### src/rtl/lbs_pkg.sv
// Types and constants of the LED and tone blink sequencer.
// No dependencies; imported by the channel unit, the output register and the top level.
`default_nettype none
package lbs_pkg;

  typedef enum logic [1:0] {
    MODE_TICK  = 2'd0,
    MODE_START = 2'd1,
    MODE_CLEAR = 2'd2
  } mode_t;

  typedef enum logic [1:0] {
    ST_IDLE,
    ST_TICK,
    ST_DONE
  } st_t;

  localparam logic       REG_SOUND_ENABLE = 1'b0;
  localparam logic       REG_BRIGHTNESS   = 1'b1;
  localparam logic       SOUND_RESET      = 1'b1;
  localparam logic [5:0] BRIGHT_RESET     = 6'd50;

  typedef struct packed {
    logic [1:0] red;
    logic [1:0] green;
    logic [1:0] blue;
    logic [6:0] on_duration;
    logic [6:0] off_duration;
    logic [7:0] repeat_count;
    logic [7:0] base_note;
    logic [7:0] note_increment;
  } cmd_t;

  typedef struct packed {
    logic       ph;
    logic [6:0] fc;
    cmd_t       cmd;
  } chan_t;

  typedef struct packed {
    logic       led_write;
    logic [1:0] red;
    logic [1:0] green;
    logic [1:0] blue;
    logic       tone_start;
    logic [7:0] tone_note;
    logic       tone_stop;
  } res_t;

endpackage
`default_nettype wire

### src/rtl/lbs_chan_unit.sv
// Shared channel step unit: advances one channel by one frame tick.
// Depends on lbs_pkg; used once by the top level, one channel per cycle.
`default_nettype none
module lbs_chan_unit (
  input  lbs_pkg::chan_t ch_in,
  input  logic           is_owner,
  input  logic           lit_in,
  input  logic           sound_en,
  input  lbs_pkg::res_t  acc_in,
  output lbs_pkg::chan_t ch_out,
  output logic           lit_out,
  output logic           take_owner,
  output lbs_pkg::res_t  acc_out
);
  import lbs_pkg::*;

  logic hold_fc;

  always_comb begin
    ch_out     = ch_in;
    lit_out    = lit_in;
    take_owner = 1'b0;
    acc_out    = acc_in;
    hold_fc    = 1'b0;
    if (ch_in.cmd.repeat_count != 8'd0) begin
      if (ch_in.ph && ch_in.fc == ch_in.cmd.on_duration) begin
        ch_out.ph               = 1'b0;
        ch_out.fc               = 7'd0;
        ch_out.cmd.repeat_count = ch_in.cmd.repeat_count - 8'd1;
        if (is_owner) begin
          if (lit_in) begin
            acc_out.led_write = 1'b1;
            acc_out.red       = 2'd0;
            acc_out.green     = 2'd0;
            acc_out.blue      = 2'd0;
            lit_out           = 1'b0;
          end
          if (ch_in.cmd.base_note != 8'd0) begin
            acc_out.tone_start = 1'b0;
            acc_out.tone_note  = 8'd0;
            acc_out.tone_stop  = 1'b1;
          end
        end
        if (ch_in.cmd.off_duration != 7'd0) begin
          ch_out.fc = 7'd1;
          hold_fc   = 1'b1;
        end
      end
      if (!hold_fc && !ch_out.ph && ch_out.cmd.repeat_count != 8'd0 &&
          ch_out.fc == ch_in.cmd.off_duration) begin
        ch_out.ph = 1'b1;
        ch_out.fc = 7'd0;
        if (ch_in.cmd.red != 2'd0 || ch_in.cmd.green != 2'd0 ||
            ch_in.cmd.blue != 2'd0) begin
          lit_out           = 1'b1;
          acc_out.led_write = 1'b1;
          acc_out.red       = ch_in.cmd.red;
          acc_out.green     = ch_in.cmd.green;
          acc_out.blue      = ch_in.cmd.blue;
        end
        take_owner = 1'b1;
        if (sound_en && ch_in.cmd.base_note != 8'd0) begin
          acc_out.tone_start   = 1'b1;
          acc_out.tone_note    = ch_in.cmd.base_note;
          acc_out.tone_stop    = 1'b0;
          ch_out.cmd.base_note = ch_in.cmd.base_note + ch_in.cmd.note_increment;
        end
      end
      if (!hold_fc) begin
        ch_out.fc = ch_out.fc + 7'd1;
      end
    end
  end

endmodule
`default_nettype wire

### src/rtl/lbs_out_reg.sv
// Output register: scales the colour levels by brightness and holds the word.
// Depends on lbs_pkg; parts the sequencer from the result receiver.
`default_nettype none
module lbs_out_reg (
  input  logic          clk,
  input  logic          rst_n,
  input  logic          push,
  input  lbs_pkg::res_t res_in,
  input  logic [5:0]    brightness,
  output logic          can_push,
  input  logic          out_ready,
  output logic          out_valid,
  output logic          out_led_write,
  output logic [7:0]    out_led_red,
  output logic [7:0]    out_led_green,
  output logic [7:0]    out_led_blue,
  output logic          out_tone_start,
  output logic [7:0]    out_tone_note,
  output logic          out_tone_stop
);
  import lbs_pkg::*;

  logic       valid_r;
  logic       write_r, start_r, stop_r;
  logic [7:0] red_r, green_r, blue_r, note_r;
  logic [7:0] br_ext;

  assign br_ext   = {2'b00, brightness};
  assign can_push = !valid_r || out_ready;

  always_ff @(posedge clk) begin
    if (!rst_n) begin
      valid_r <= 1'b0;
    end else if (push) begin
      valid_r <= 1'b1;
    end else if (out_ready) begin
      valid_r <= 1'b0;
    end
  end

  always_ff @(posedge clk) begin
    if (push) begin
      write_r <= res_in.led_write;
      red_r   <= {6'd0, res_in.red} * br_ext;
      green_r <= {6'd0, res_in.green} * br_ext;
      blue_r  <= {6'd0, res_in.blue} * br_ext;
      start_r <= res_in.tone_start;
      note_r  <= res_in.tone_note;
      stop_r  <= res_in.tone_stop;
    end
  end

  assign out_valid      = valid_r;
  assign out_led_write  = write_r;
  assign out_led_red    = red_r;
  assign out_led_green  = green_r;
  assign out_led_blue   = blue_r;
  assign out_tone_start = start_r;
  assign out_tone_note  = note_r;
  assign out_tone_stop  = stop_r;

endmodule
`default_nettype wire

### src/rtl/led_tone_blink_sequencer.sv
// Top level of the LED and tone blink sequencer: sequencer, channel store, config.
// Depends on lbs_pkg, lbs_chan_unit and lbs_out_reg.
//
// Input channel (in_valid/in_ready) takes one word per command: a frame tick,
// a start that loads a channel, or a clear of one channel or of all of them.
// Every input word gives exactly one result word on out_valid/out_ready: the
// final LED write (colour level times brightness) and the last tone start or
// stop caused by that word.
// A start or clear passes from the result word through the done state to the
// output register; the next word can be taken once the sequencer is back in idle.
// A tick walks the channels through one shared step unit, one channel a
// cycle in the tick state, then passes through the done state to the output
// register; in_ready is high only in idle.
// The output register holds a finished word while the next input is taken;
// if the receiver stalls, the following word waits in the sequencer until
// the register frees, and in_ready stays low meanwhile.
// cfg_we writes sound_enable (index 0) or brightness (index 1) at once;
// write only while no word is in flight.
// Synchronous reset clears all channels, gives the LED to channel 0, unlit,
// and sets sound_enable to 1 and brightness to 50.
`default_nettype none
module led_tone_blink_sequencer #(
  parameter int CHANNELS = 2
) (
  input  logic       clk,
  input  logic       rst_n,
  input  logic       in_valid,
  output logic       in_ready,
  input  logic [1:0] in_mode,
  input  logic [1:0] in_buffer_select,
  input  logic [1:0] in_red,
  input  logic [1:0] in_green,
  input  logic [1:0] in_blue,
  input  logic [6:0] in_on_duration,
  input  logic [6:0] in_off_duration,
  input  logic [7:0] in_repeat_count,
  input  logic [7:0] in_base_note,
  input  logic [7:0] in_note_increment,
  output logic       out_valid,
  input  logic       out_ready,
  output logic       out_led_write,
  output logic [7:0] out_led_red,
  output logic [7:0] out_led_green,
  output logic [7:0] out_led_blue,
  output logic       out_tone_start,
  output logic [7:0] out_tone_note,
  output logic       out_tone_stop,
  input  logic       cfg_we,
  input  logic       cfg_index,
  input  logic [5:0] cfg_wdata
);
  import lbs_pkg::*;

  localparam int              CH_W    = (CHANNELS > 1) ? $clog2(CHANNELS) : 1;
  localparam logic [CH_W-1:0] CH_LAST = CH_W'(CHANNELS - 1);
  localparam logic [3:0]      CH_CNT  = 4'(CHANNELS);

  st_t             state_r, state_nxt;
  logic [CH_W-1:0] ch_r;
  chan_t           chan_r [CHANNELS];
  logic [CH_W-1:0] owner_r;
  logic            lit_r;
  res_t            acc_r, acc_nxt;
  logic            se_r;
  logic [5:0]      bright_r;

  logic            accept, push, can_push;
  logic [CH_W-1:0] sel_idx;
  logic            sel_ok, clr_all, clr_one, turn_off;
  chan_t           unit_in, unit_out;
  logic            unit_lit, unit_take;
  res_t            unit_acc;

  assign accept  = in_valid && in_ready;
  assign sel_idx = CH_W'(in_buffer_select);
  assign sel_ok  = {2'b00, in_buffer_select} < CH_CNT;
  assign clr_all = (in_mode == MODE_CLEAR) && ({2'b00, in_buffer_select} == CH_CNT);
  assign clr_one = (in_mode == MODE_CLEAR) && sel_ok;
  assign turn_off = clr_all || (clr_one && owner_r == sel_idx);
  assign unit_in = chan_r[ch_r];

  lbs_chan_unit u_unit (
    .ch_in      (unit_in),
    .is_owner   (owner_r == ch_r),
    .lit_in     (lit_r),
    .sound_en   (se_r),
    .acc_in     (acc_r),
    .ch_out     (unit_out),
    .lit_out    (unit_lit),
    .take_owner (unit_take),
    .acc_out    (unit_acc)
  );

  always_ff @(posedge clk) begin
    if (!rst_n) begin
      state_r <= ST_IDLE;
    end else begin
      state_r <= state_nxt;
    end
  end

  always_comb begin
    state_nxt = state_r;
    in_ready  = 1'b0;
    push      = 1'b0;
    case (state_r)
      ST_IDLE: begin
        in_ready = 1'b1;
        if (in_valid) begin
          state_nxt = (in_mode == MODE_TICK) ? ST_TICK : ST_DONE;
        end
      end
      ST_TICK: begin
        if (ch_r == CH_LAST) begin
          state_nxt = ST_DONE;
        end
      end
      ST_DONE: begin
        if (can_push) begin
          push      = 1'b1;
          state_nxt = ST_IDLE;
        end
      end
      default: begin
        state_nxt = ST_IDLE;
      end
    endcase
  end

  always_ff @(posedge clk) begin
    if (!rst_n) begin
      se_r     <= SOUND_RESET;
      bright_r <= BRIGHT_RESET;
    end else if (cfg_we) begin
      case (cfg_index)
        REG_SOUND_ENABLE: se_r     <= cfg_wdata[0];
        REG_BRIGHTNESS:   bright_r <= cfg_wdata;
        default:          se_r     <= se_r;
      endcase
    end
  end

  // channel store, LED owner and walk counter
  always_ff @(posedge clk) begin
    if (!rst_n) begin
      ch_r    <= '0;
      owner_r <= '0;
      lit_r   <= 1'b0;
      for (int i = 0; i < CHANNELS; i++) begin
        chan_r[i] <= '0;
      end
    end else if (accept) begin
      ch_r <= '0;
      if (in_mode == MODE_START && sel_ok) begin
        chan_r[sel_idx] <= '{ph: 1'b0, fc: 7'd0,
                             cmd: '{red: in_red, green: in_green, blue: in_blue,
                                    on_duration: in_on_duration,
                                    off_duration: in_off_duration,
                                    repeat_count: in_repeat_count,
                                    base_note: in_base_note,
                                    note_increment: in_note_increment}};
      end
      if (clr_all) begin
        for (int i = 0; i < CHANNELS; i++) begin
          chan_r[i].cmd <= '0;
        end
      end else if (clr_one) begin
        chan_r[sel_idx].cmd <= '0;
      end
      if (turn_off) begin
        lit_r <= 1'b0;
      end
    end else if (state_r == ST_TICK) begin
      chan_r[ch_r] <= unit_out;
      lit_r        <= unit_lit;
      if (unit_take) begin
        owner_r <= ch_r;
      end
      ch_r <= ch_r + CH_W'(1);
    end
  end

  // result word of the item in flight
  always_comb begin
    acc_nxt = acc_r;
    if (accept) begin
      acc_nxt = '0;
      if (turn_off) begin
        acc_nxt.led_write = lit_r;
        acc_nxt.tone_stop = 1'b1;
      end
    end else if (state_r == ST_TICK) begin
      acc_nxt = unit_acc;
    end
  end

  always_ff @(posedge clk) begin
    acc_r <= acc_nxt;
  end

  lbs_out_reg u_out (
    .clk            (clk),
    .rst_n          (rst_n),
    .push           (push),
    .res_in         (acc_r),
    .brightness     (bright_r),
    .can_push       (can_push),
    .out_ready      (out_ready),
    .out_valid      (out_valid),
    .out_led_write  (out_led_write),
    .out_led_red    (out_led_red),
    .out_led_green  (out_led_green),
    .out_led_blue   (out_led_blue),
    .out_tone_start (out_tone_start),
    .out_tone_note  (out_tone_note),
    .out_tone_stop  (out_tone_stop)
  );

endmodule
`default_nettype wire

### config.mk
export PLATFORM = sky130hd
export DESIGN_NAME = led_tone_blink_sequencer
export DESIGN_NICKNAME = d
export VERILOG_FILES = /design/src/rtl/lbs_pkg.sv /design/src/rtl/lbs_chan_unit.sv /design/src/rtl/lbs_out_reg.sv /design/src/rtl/led_tone_blink_sequencer.sv
export SDC_FILE = /design/constraint.sdc
export NUM_CORES = 1
export LEC_CHECK = 0
export BUFFER_PORTS_ARGS = -buffer_cell sky130_fd_sc_hd__buf_2
export CORE_AREA = 2 2 135 137
export DETAILED_ROUTE_END_ITERATION = 10
export DIE_AREA = 0 0 137 139
export PLACE_DENSITY_LB_ADDON = 0.3
export SLEW_MARGIN = 20
export SYNTH_ARGS = -nofsm -noshare
export SYNTH_HDL_FRONTEND = slang
export SYNTH_SLANG_ARGS = --single-unit
### constraint.sdc
create_clock -name clk -period 5.1 [get_ports clk]
set_input_delay 0 -clock clk [delete_from_list [all_inputs] [get_ports clk]]
set_output_delay 0 -clock clk [all_outputs]
set_load 0.05 [all_outputs]
==> impl_metrics.csv, run 1 <==
group,metric,value,unit
worst_setup_path,critPathKind,"flop to flop",
worst_setup_path,worstPathArrival,4660,ps
pwr,leakagePower,0.00436,uW
cells_and_area,final_cells,1289,
cells_and_area,final_area,11300,sq um
timing,fin_hold_ws,27.9,ps
grt,grt_pass1_wl,37200,microns
timing,drv_slew,0,
logic_synthesis,syn_nets,983,
logic_synthesis,yosys_warnings,0,
timing,period_needed,4490,ps
floorplan,initial_core_util,52.9,%
routing,drt_iter0_markers,578,
routing,wl_per_cell,18.0,microns
clock_network,clk_pin_slew,70,ps
logic_synthesis,synthesis.area,9340,sq um
logic_synthesis,synth_seq_cells,170,
grt,top_usage_layer,"met2",
routing,vias,7511,
clock_network,cts_tree,"built",
clock_network,ctsRootBufferMaster,"clkbuf_16",
floorplan,rows,49,
clock_network,clock-sinks,170,
logic_synthesis,synthDistinctLibCells,69,
hold_path,min_path_type,"input port to flop",
timing,finalClockSkew,8.98,ps
timing,final_hold_viol_count,0,
floorplan,dieArea,19000,sq um
grt,grt_overflow,0,
cells_and_area,diodes,0,
worst_setup_path,critPathMaxStageDelay,680,ps
timing,finalSetupViolations,0,
logic_synthesis,synth_edf_count,141,
timing,finalSetupTns,0,ps
grt,grt_use_total,25.1,%
logic_synthesis,avgSynthCellArea,10.5,sq um
logic_synthesis,syn_inst,893,
worst_setup_path,worstPathCellList,"mux2i_2 -> xor2_1 -> or4_1 -> a2bb2oi_1 -> o211ai_1 -> and3_1 -> nor3_1 -> ha_1 -> nor2b_1 -> nand3_1 -> o221ai_1 -> a311oi_1 -> nor2_1",
routing,drt.antenna.violating_nets,0,
worst_setup_path,end_kind,"flop",
placed_design,dp.cells,1192,
cells_and_area,drive_above_1_share,16.5,%
cells_and_area,final_common_cell,"edfxtp_1",
cells_and_area,syn_to_final_growth,21.4,%
cells_and_area,final_cell_mix,"141 x edfxtp_1, 125 x nor2_1, 96 x buf_2",
floorplan,die_w,137,microns
placed_design,place.gp.congestion,0.923,
grt,grt_pass1_vias,7322,
floorplan,coreArea,17700,sq um
logic_synthesis,synth_flop_cell,"edfxtp_1",
worst_setup_path,slowest_stage,"dfxtp_4",
placed_design,dpl.hpwl,15400,microns
clock_network,post_cts.repair.setup_buffers,0,
clock_network,cts_max_level,4,
logic_synthesis,synthArstFlopShare,0,%
clock_network,numCtsBuffers,17,
grt,grt_max_degree,51,
pwr,peakVddDrop,0.000256,V
timing,slew_headroom,26.2,%
grt,grt_use_met1,32.5,%
worst_setup_path,cp-start-kind,"flop",
routing,first_pass_iters,7,
grt,antenna_found_initial,1,
worst_setup_path,worstPathRequired,5270,ps
outcome,status,"finished clean",
clock_network,clockBufferDepth,2,
grt,grtUsageMet3,4.82,%
grt,use_met2,42.0,%
cells_and_area,nets,1137,
timing,tightest_slew,1110,ps
pwr,powerDensity,291,nW/um^2
floorplan,die_h,139,microns
routing,drcViolationCount,0,
logic_synthesis,yosysSeqAreaShare,51.5,%
routing,wl,23200,microns
floorplan,ios,97,
flow_run,drv_cap,0,
timing,fin_crit_sh,88.0,%
timing,fmax,223,MHz
worst_setup_path,critPathMaxFanout,38,
placed_design,place_area,10100,sq um
clock_network,clk_latency,430,ps
routing,via_per_inst,5.83,
placed_design,portBuffers,96,
timing,rsz0062_at_grt,"no",
-- cells in the mapped netlist, types with 3 or more instances --
| library cell | number | area (sq um) |
|---|---|---|
| a21oi_1 | 45 | 225 |
| edfxtp_1 | 141 | 4230 |
| and3_1 | 6 | 37.5 |
| o21bai_1 | 7 | 52.6 |
| o2bb2ai_1 | 6 | 52.6 |
| a222oi_1 | 3 | 30.0 |
| buf_1 | 3 | 11.3 |
| o211ai_1 | 5 | 37.5 |
| dfxtp_1 | 29 | 581 |
| inv_1 | 40 | 150 |
| clkbuf_1 | 31 | 116 |
| a31oi_1 | 5 | 31.3 |
| nor3b_1 | 4 | 30.0 |
| buf_6 | 3 | 33.8 |
| a21o_1 | 6 | 45.0 |
| fa_1 | 4 | 80.1 |
| or4_1 | 6 | 45.0 |
| xor2_1 | 14 | 123 |
| nor2_1 | 125 | 469 |
| a21boi_0 | 8 | 60.1 |
| mux2i_1 | 42 | 420 |
| o21ai_0 | 18 | 90.1 |
| or3b_1 | 3 | 26.3 |
| xnor2_1 | 26 | 228 |
| nor3_1 | 22 | 110 |
| nand4_1 | 18 | 113 |
| nand2_1 | 54 | 203 |
| and2_1 | 32 | 200 |
| a22oi_1 | 18 | 135 |
| mux2_2 | 18 | 203 |
| nor4_1 | 6 | 37.5 |
| ha_1 | 26 | 325 |
| nand3_1 | 33 | 165 |
| nor2b_1 | 9 | 56.3 |
| or3_1 | 10 | 62.6 |
| nand2b_1 | 5 | 31.3 |
| o22ai_1 | 7 | 43.8 |
| buf_2 | 6 | 30.0 |
| a211oi_1 | 12 | 90.1 |
| o221ai_1 | 3 | 26.3 |
-- flip-flops by register name, indices dropped and copies added, names as in the netlist, named ones only --
register              cells
u_out.out_led_red         8
chan_r                  104
u_out.out_valid           1
u_out.out_led_write       1
u_out.out_tone_start      1
bright_r                  6
state_r                   2
se_r                      1
owner_r                   1
u_out.out_tone_note       8
u_out.out_tone_stop       1
acc_r                    17
ch_r                      1
lit_r                     1
u_out.out_led_blue        8
u_out.out_led_green       8
-- final timing paths --
kind | startpoint | to | slack [ps] | depth (start not counted)
setup / recovery | flop | chan_r[1][46] | 610 | 13
hold / removal | rst_n | bright_r[2] | 30 | 2
setup reg to reg | flop | chan_r[1][46] | 610 | 13
hold reg to reg | acc_r[4] | u_out.out_tone_note[3] | 430 | 0
-- cell families (layout without fill, tap and decap cells) --
group,count (synthesis),after routing,share of synthesized area [%]
xor+xnor,40,40,3.75
buf+inv,85,252,3.79
simple gates,343,343,17.9
flops,170,170,51.5
mux,61,61,6.82
compound gates,164,164,11.8
fa+ha+maj,30,30,4.34
-- critical path, delay by kind of cell (launching register included) --
kind	cells	cell delay (ps)
flops	1	680
mux	1	530
simple gates	6	1610
xor+xnor	1	140
compound gates	4	1040
fa+ha+maj	1	230
-- layer usage --
layer,routed length (microns),vias up
li1,-,3587
met1,9720,3579
met2,11500,296
met3,1560,47
met4,453,2
met5,7,-
-- where the power goes --
group          switching, uW  internal [uW]
Combinational            240            145
Sequential              33.5           1560
Clock                    553            763
Total                    826           2470
-- cell type report --
cell class                 instances  area, sq um
clock buffer                      24          547
timing repair buffer             180         1270
fill                            1425         6320
tap                              229          287
inverter                          40          150
sequential                       170         4820
multi-input combinational        638         4200
clock inverter                     8         67.6
-- metrics by stage --
step	power, uW	setup slack, ps	util, %
floorplan	1850	123	-
global placement	1960	727	57.1
detailed placement	1970	659	57.1
CTS	3310	630	64.2
global route	3410	290	64.2
finish	3300	614	64.2
-- what timing repair did --
action | 4_1_cts | 5_1_grt
hold buffers | 65 | 0
gates resized for setup | 0 | 0
hold endpoints to repair | 94 | 0
Power figures use the tool's default switching activity.
==> inputs of run 2 (changes only) <==
- PLACE_DENSITY: unset -> 0.76
- PLACE_DENSITY_LB_ADDON: 0.3 -> unset
- SLEW_MARGIN: 20 -> unset
- clock period: 5.1 -> 4.1 ns (I/O delays scaled with it)
==> run 2 against run 1 <==
Compared with the run above: total power up 23%; worst setup slack got worse by 280 ps; final area grew 0.43%; routed wire length decreased by 1.6%; clock skew shrank 1.4 ps; register-to-register slack got worse by 280 ps; maximum frequency increased by 19%; sequential cell count stayed put; via count increased by 0.45%.
==> impl_metrics.csv, run 2 (synthesized netlist as in run 1, its figures left out) <==
group,metric,value,unit
outcome,status,"finished clean",
floorplan,die_h,139,microns
worst_setup_path,worstPathArrival,3940,ps
floorplan,ios,97,
floorplan,coreArea,17700,sq um
cells_and_area,nets,1144,
worst_setup_path,critPathMaxStageDelay,610,ps
cells_and_area,final_area,11400,sq um
pwr,peakVddDrop,0.000329,V
cells_and_area,final_cell_mix,"141 x edfxtp_1, 125 x nor2_1, 96 x buf_2",
clock_network,ctsRootBufferMaster,"clkbuf_16",
grt,grt_pass1_wl,36500,microns
routing,vias,7545,
timing,period_needed,3770,ps
routing,wl_per_cell,17.6,microns
placed_design,dpl.hpwl,15400,microns
cells_and_area,reg_top3,"chan_r (104), acc_r (17)",
worst_setup_path,crit_top_cell,"nor2_1",
worst_setup_path,reg2reg_depth,13,
clock_network,clock-sinks,170,
pwr,leakagePower,0.00438,uW
grt,antenna_found_initial,0,
clock_network,clockBufferDepth,2,
routing,highest-signal-layer,"met4",
routing,first_pass_iters,6,
timing,rsz0062_at_grt,"no",
worst_setup_path,r2r_slack,330,ps
worst_setup_path,end_kind,"flop",
worst_setup_path,timing.rr.end,"chan_r[1][46]",
routing,via_per_inst,5.82,
grt,grt_overflow,0,
grt,grt_use_total,24.3,%
cells_and_area,fillers,1372,
worst_setup_path,critPathMaxFanout,20,
timing,fmax,265,MHz
worst_setup_path,critPathKind,"flop to flop",
timing,drv_slew,0,
routing,dr_wl_met2,11100,microns
cells_and_area,largest_reg_flops,104,
floorplan,rows,49,
cells_and_area,diodes,0,
cells_and_area,final_common_cell,"edfxtp_1",
timing,finalSetupTns,0,ps
timing,final_hold_viol_count,0,
routing,drt-met1-wl,9700,microns
grt,grt_max_degree,45,
routing,wl_met3,1400,microns
clock_network,clk_pin_slew,70,ps
worst_setup_path,cp-start-kind,"flop",
flow_run,drv_cap,0,
cells_and_area,regMostFlops,"chan_r",
grt,grt_pass1_vias,7378,
clock_network,ctsResizeCount,0,
floorplan,dieArea,19000,sq um
routing,wl,22800,microns
cells_and_area,syn_to_final_growth,21.9,%
placed_design,portBuffers,96,
routing,drt.antenna.violating_nets,0,
floorplan,initial_core_util,52.9,%
timing,finalSetupViolations,0,
placed_design,dpl_worst_slack,309,ps
worst_setup_path,crit_end,"chan_r[1][46]",
clock_network,cts_max_level,4,
timing,setup_slack,330,ps
timing,slew_headroom,51.2,%
routing,drcViolationCount,0,
clock_network,numCtsBuffers,17,
placed_design,place.gp.congestion,0.927,
worst_setup_path,worstPathCellList,"mux2i_1 -> xor2_1 -> or4_1 -> nor4_1 -> a2111o_1 -> and3_1 -> nor2_1 -> ha_2 -> nor2b_4 -> nand3_1 -> o221ai_1 -> a311oi_1 -> nor2_1",
placed_design,place_area,10200,sq um
cells_and_area,final_util,64.5,%
hold_path,min_path_type,"input port to flop",
timing,fin_crit_sh,92.0,%
pwr,powerDensity,356,nW/um^2
timing,finalClockSkew,7.56,ps
worst_setup_path,slowest_stage,"or4_1",
clock_network,cts_tree,"built",
clock_network,clk_latency,430,ps
timing,tightest_slew,730,ps
cells_and_area,drive_above_1_share,17.7,%
routing,drt_iter0_markers,631,
floorplan,die_w,137,microns
worst_setup_path,worstPathRequired,4270,ps
==> run 2: worst min path at each step <==
| stage | start | to | slack, ps | depth (start not counted) |
|---|---|---|---|---|
| global route | rst_n | owner_r | 50 | 2 |
| detailed placement | cfg_wdata[1] | bright_r[1] | 260 | 3 |
| finish | in_base_note[2] | chan_r[0][10] | 30 | 3 |
| global placement | cfg_wdata[1] | bright_r[1] | 260 | 3 |
| floorplan | cfg_wdata[0] | se_r | 130 | 2 |
| CTS | in_base_note[2] | chan_r[0][10] | 20 | 3 |
==> run 2: what timing repair did <==
action	CTS	global route
hold buffers	63	0
hold endpoints to repair	94	0
endpoints found under the setup margin	0	4
setup buffers	0	1
==> run 2: through the flow <==
step | cells | hold slack (ps) | power (uW)
after global routing | 1296 | 48.9 | 4180
after CTS | 1295 | 21.0 | 4050
after detailed placement | 1200 | 261 | 2450
final | 1296 | 31.5 | 4050
after global placement | 1200 | 255 | 2440
after floorplan | 893 | 128 | 2310
==> run 2: power by group <==
group          internal [uW]  leakage, uW  switching, uW
Sequential              1950      0.00168           40.3
Combinational            185      0.00242            297
Clock                    864     0.000285            718
==> run 2: cell type report <==
cell class / count / area (sq um) / area share (%)
sequential: 170 / 4820 / 42.3
multi-input combinational: 638 / 4210 / 37.0
timing repair buffer: 187 / 1340 / 11.8
clock buffer: 21 / 482 / 4.23
tap: 229 / 287 / 2.52
inverter: 40 / 150 / 1.32
clock inverter: 11 / 97.6 / 0.857
==> run 2: worst max-delay path, delay by kind of cell, from the launching register on <==
| family | cells | cell delay, ps |
|---|---|---|
| adder cells (fa/ha/maj) | 1 | 200 |
| multiplexers | 1 | 450 |
| AO/OA/AOI/OAI | 3 | 580 |
| AND/OR/NAND/NOR | 7 | 1570 |
| flip-flops | 1 | 550 |
| XOR/XNOR | 1 | 150 |
==> run 2: per-layer routing <==
metal	vias up	track usage, %
li1	3600	-
met1	3608	31.9
met3	51	4.28
met4	0	8.57
met2	286	40.3
met5	-	0
==> inputs of run 3 (changes only) <==
- ABC_AREA: unset -> 1
- CORE_AREA: 2 2 135 137 -> 2 2 138 140
- DIE_AREA: 0 0 137 139 -> 0 0 140 142
==> run 3 against run 2 <==
Compared with the run above: register-to-register slack better by 70 ps; sequential cell count stayed put; final area rose by 2.3%; total power rose by 6.1%; the flow now finishes with violations (design-rule violations); critical endpoint is now chan_r[1][50]; global-route usage hardly changed.
==> impl_metrics.csv, run 3 <==
group,metric,value,unit
timing,fmax,270,MHz
floorplan,rows,50,
grt,grt_pass1_vias,7951,
routing,wl,23600,microns
floorplan,die_h,142,microns
timing,finalSetupViolations,0,
cells_and_area,regMostFlops,"chan_r",
cells_and_area,largest_reg_flops,104,
worst_setup_path,critPathKind,"flop to flop",
timing,fin_crit_sh,90.3,%
logic_synthesis,yosys.area.top_type_share,43.1,%
timing,period_needed,3700,ps
logic_synthesis,avgSynthCellArea,8.19,sq um
timing,drv_slew,0,
timing,finalSetupTns,0,ps
cells_and_area,syn_to_final_growth,18.6,%
cells_and_area,final_common_cell,"nand2_1",
logic_synthesis,yosysSeqAreaShare,49.0,%
logic_synthesis,synth_flop_cell,"edfxtp_1",
clock_network,clockBufferDepth,2,
logic_synthesis,syn_nets,1289,
hold_path,min_path_type,"input port to flop",
floorplan,ios,97,
worst_setup_path,worstPathArrival,3880,ps
clock_network,clk_pin_slew,80,ps
worst_setup_path,crit_top_cell,"nand2_1",
routing,vias,8496,
clock_network,cts_max_level,4,
clock_network,ctsRootBufferMaster,"clkbuf_16",
logic_synthesis,synth_edf_count,141,
cells_and_area,diodes,0,
clock_network,numCtsBuffers,17,
pwr,peakVddDrop,0.000281,V
floorplan,initial_core_util,53.2,%
clock_network,clock-sinks,170,
placed_design,portBuffers,96,
pwr,powerDensity,369,nW/um^2
worst_setup_path,cp-start-kind,"flop",
timing,tightest_slew,771,ps
timing,final_hold_viol_count,0,
grt,top_usage_layer,"met2",
logic_synthesis,yosysTopAreaCell,"edfxtp_1",
grt,grt_use_total,24.3,%
placed_design,dp.cells,1500,
timing,rsz0062_at_grt,"no",
worst_setup_path,crit_family,"simple AND/OR/NAND/NOR gates",
worst_setup_path,worstPathRequired,4280,ps
logic_synthesis,yosys_warnings,0,
flow_run,drv_cap,0,
worst_setup_path,cp_num_buf_inv,2,
grt,grt_use_met1,33.3,%
outcome,status,"complete, but fails checks",
placed_design,place.gp.congestion,0.906,
grt,grt_overflow,0,
floorplan,dieArea,19900,sq um
routing,wl_per_cell,14.9,microns
grt,grt_pass1_wl,38600,microns
pwr,leakagePower,0.00529,uW
cells_and_area,final_cell_mix,"299 x nand2_1, 176 x nor2_1, 144 x inv_1",
timing,slew_headroom,48.6,%
floorplan,die_w,140,microns
cells_and_area,drive_above_1_share,14.2,%
worst_setup_path,slowest_stage,"dfxtp_2",
logic_synthesis,synth.area.top_cells,"edfxtp_1 43%, nand2_1 12%, nor2_1 6.8%",
routing,drt.antenna.violating_nets,0,
clock_network,clk_latency,440,ps
logic_synthesis,syn_inst,1199,
routing,drcViolationCount,12,
worst_setup_path,critPathMaxFanout,45,
logic_synthesis,synth_seq_cells,170,
routing,via_per_inst,5.35,
outcome,failed_checks,"design-rule violations",
placed_design,dpl.hpwl,16100,microns
clock_network,post_cts.repair.setup_buffers,0,
grt,antenna_found_initial,0,
logic_synthesis,synth.most_common_cell,"nand2_1",
grt,grt_max_degree,74,
routing,drt_iter0_markers,765,
floorplan,coreArea,18500,sq um
logic_synthesis,netlist_top_cells_count,"301 x nand2_1, 177 x nor2_1, 145 x inv_1",
logic_synthesis,synthesis.area,9820,sq um
grt,use_met2,40.4,%
cells_and_area,reg_top3,"chan_r (104), acc_r (17)",
clock_network,cts_tree,"built",
cells_and_area,nets,1430,
cells_and_area,final_cells,1587,
grt,grtUsageMet3,3.70,%
logic_synthesis,synthArstFlopShare,0,%
worst_setup_path,end_kind,"flop",
worst_setup_path,critPathMaxStageDelay,390,ps
timing,finalClockSkew,13.7,ps
logic_synthesis,synthDistinctLibCells,47,
routing,first_pass_iters,11,
==> run 3: changes by cell type in the layout (fill, tap and decap cells not counted), moves of 23 or more <==
cell | before | now
nand2_1 | 52 | 299
mux2i_1 | 41 | 7
nor2_1 | 125 | 176
o21ai_0 | 18 | 53
o21ai_1 | 0 | 27
inv_1 | 40 | 144
and2_1 | 32 | 0
a31oi_1 | 5 | 28
==> run 3: cell families (layout without fill, tap and decap cells) <==
logic type                 count (synthesis)  count (layout)  synth area share [%]
AOI/OAI and AO/OA                        185             185                  10.7
xor gates and xnor gates                  25              25                  2.23
adders and majority gates                 30              30                  4.13
buffers and inverters                    201             355                  8.47
DFF                                      170             170                  49.0
muxes                                      7               7                 0.713
and+or+nand+nor                          581             581                  24.8
==> run 3: through the flow <==
stage	hold slack (ps)	utilization [%]	worst slack, ps	instance area (sq um)	total power, uW
2_1_floorplan	113	-	496	9820	2530
3_3_place_gp	212	57.0	386	10500	2700
3_5_place_dp	219	57.0	326	10500	2710
4_1_cts	4.09	63.1	287	11600	4300
5_1_grt	43.9	63.2	29.1	11700	4450
6_report	20.6	63.2	399	11700	4290
==> run 3: worst min-delay path, delay by kind of cell <==
family / cells / cell delay (ps)
AOI/OAI and AO/OA: 1 / 60
and+or+nand+nor: 3 / 200
buffers and inverters: 1 / 80
==> run 3: cell type report <==
class | count | area (sq um)
sequential | 170 | 4820
inverter | 153 | 578
timing repair buffer | 170 | 1210
multi-input combinational | 828 | 4190
fill | 1532 | 6800
clock inverter | 13 | 129
clock buffer | 19 | 443
tap | 234 | 293
==> run 3: worst paths after layout <==
kind                                          from                    to  slack [ps]  cells past startpoint
worst min register to register            acc_r[9]  u_out.out_tone_start         430                      0
worst min-delay path            in_repeat_count[0]         chan_r[1][16]          20                      5
worst max register to register                flop         chan_r[1][50]         400                     25
worst max-delay path                          flop         chan_r[1][50]         400                     25
==> run 3: metal layers <==
layer,vias up,share of wire (%)
met5,-,0
met4,0,1.7
met2,266,46
li1,4244,-
met3,40,6.0
met1,3946,46
==> run 3: where the power goes <==
group | internal (uW) | switching [uW]
Sequential | 1980 | 43.3
Combinational | 224 | 475
Clock | 822 | 750
==> run 3: what timing repair did <==
item | 4_1_cts | 5_1_grt
hold buffers | 55 | 0
endpoints found under the setup margin | 0 | 22
gates resized for setup | 0 | 5
endpoints found under the hold margin | 91 | 0
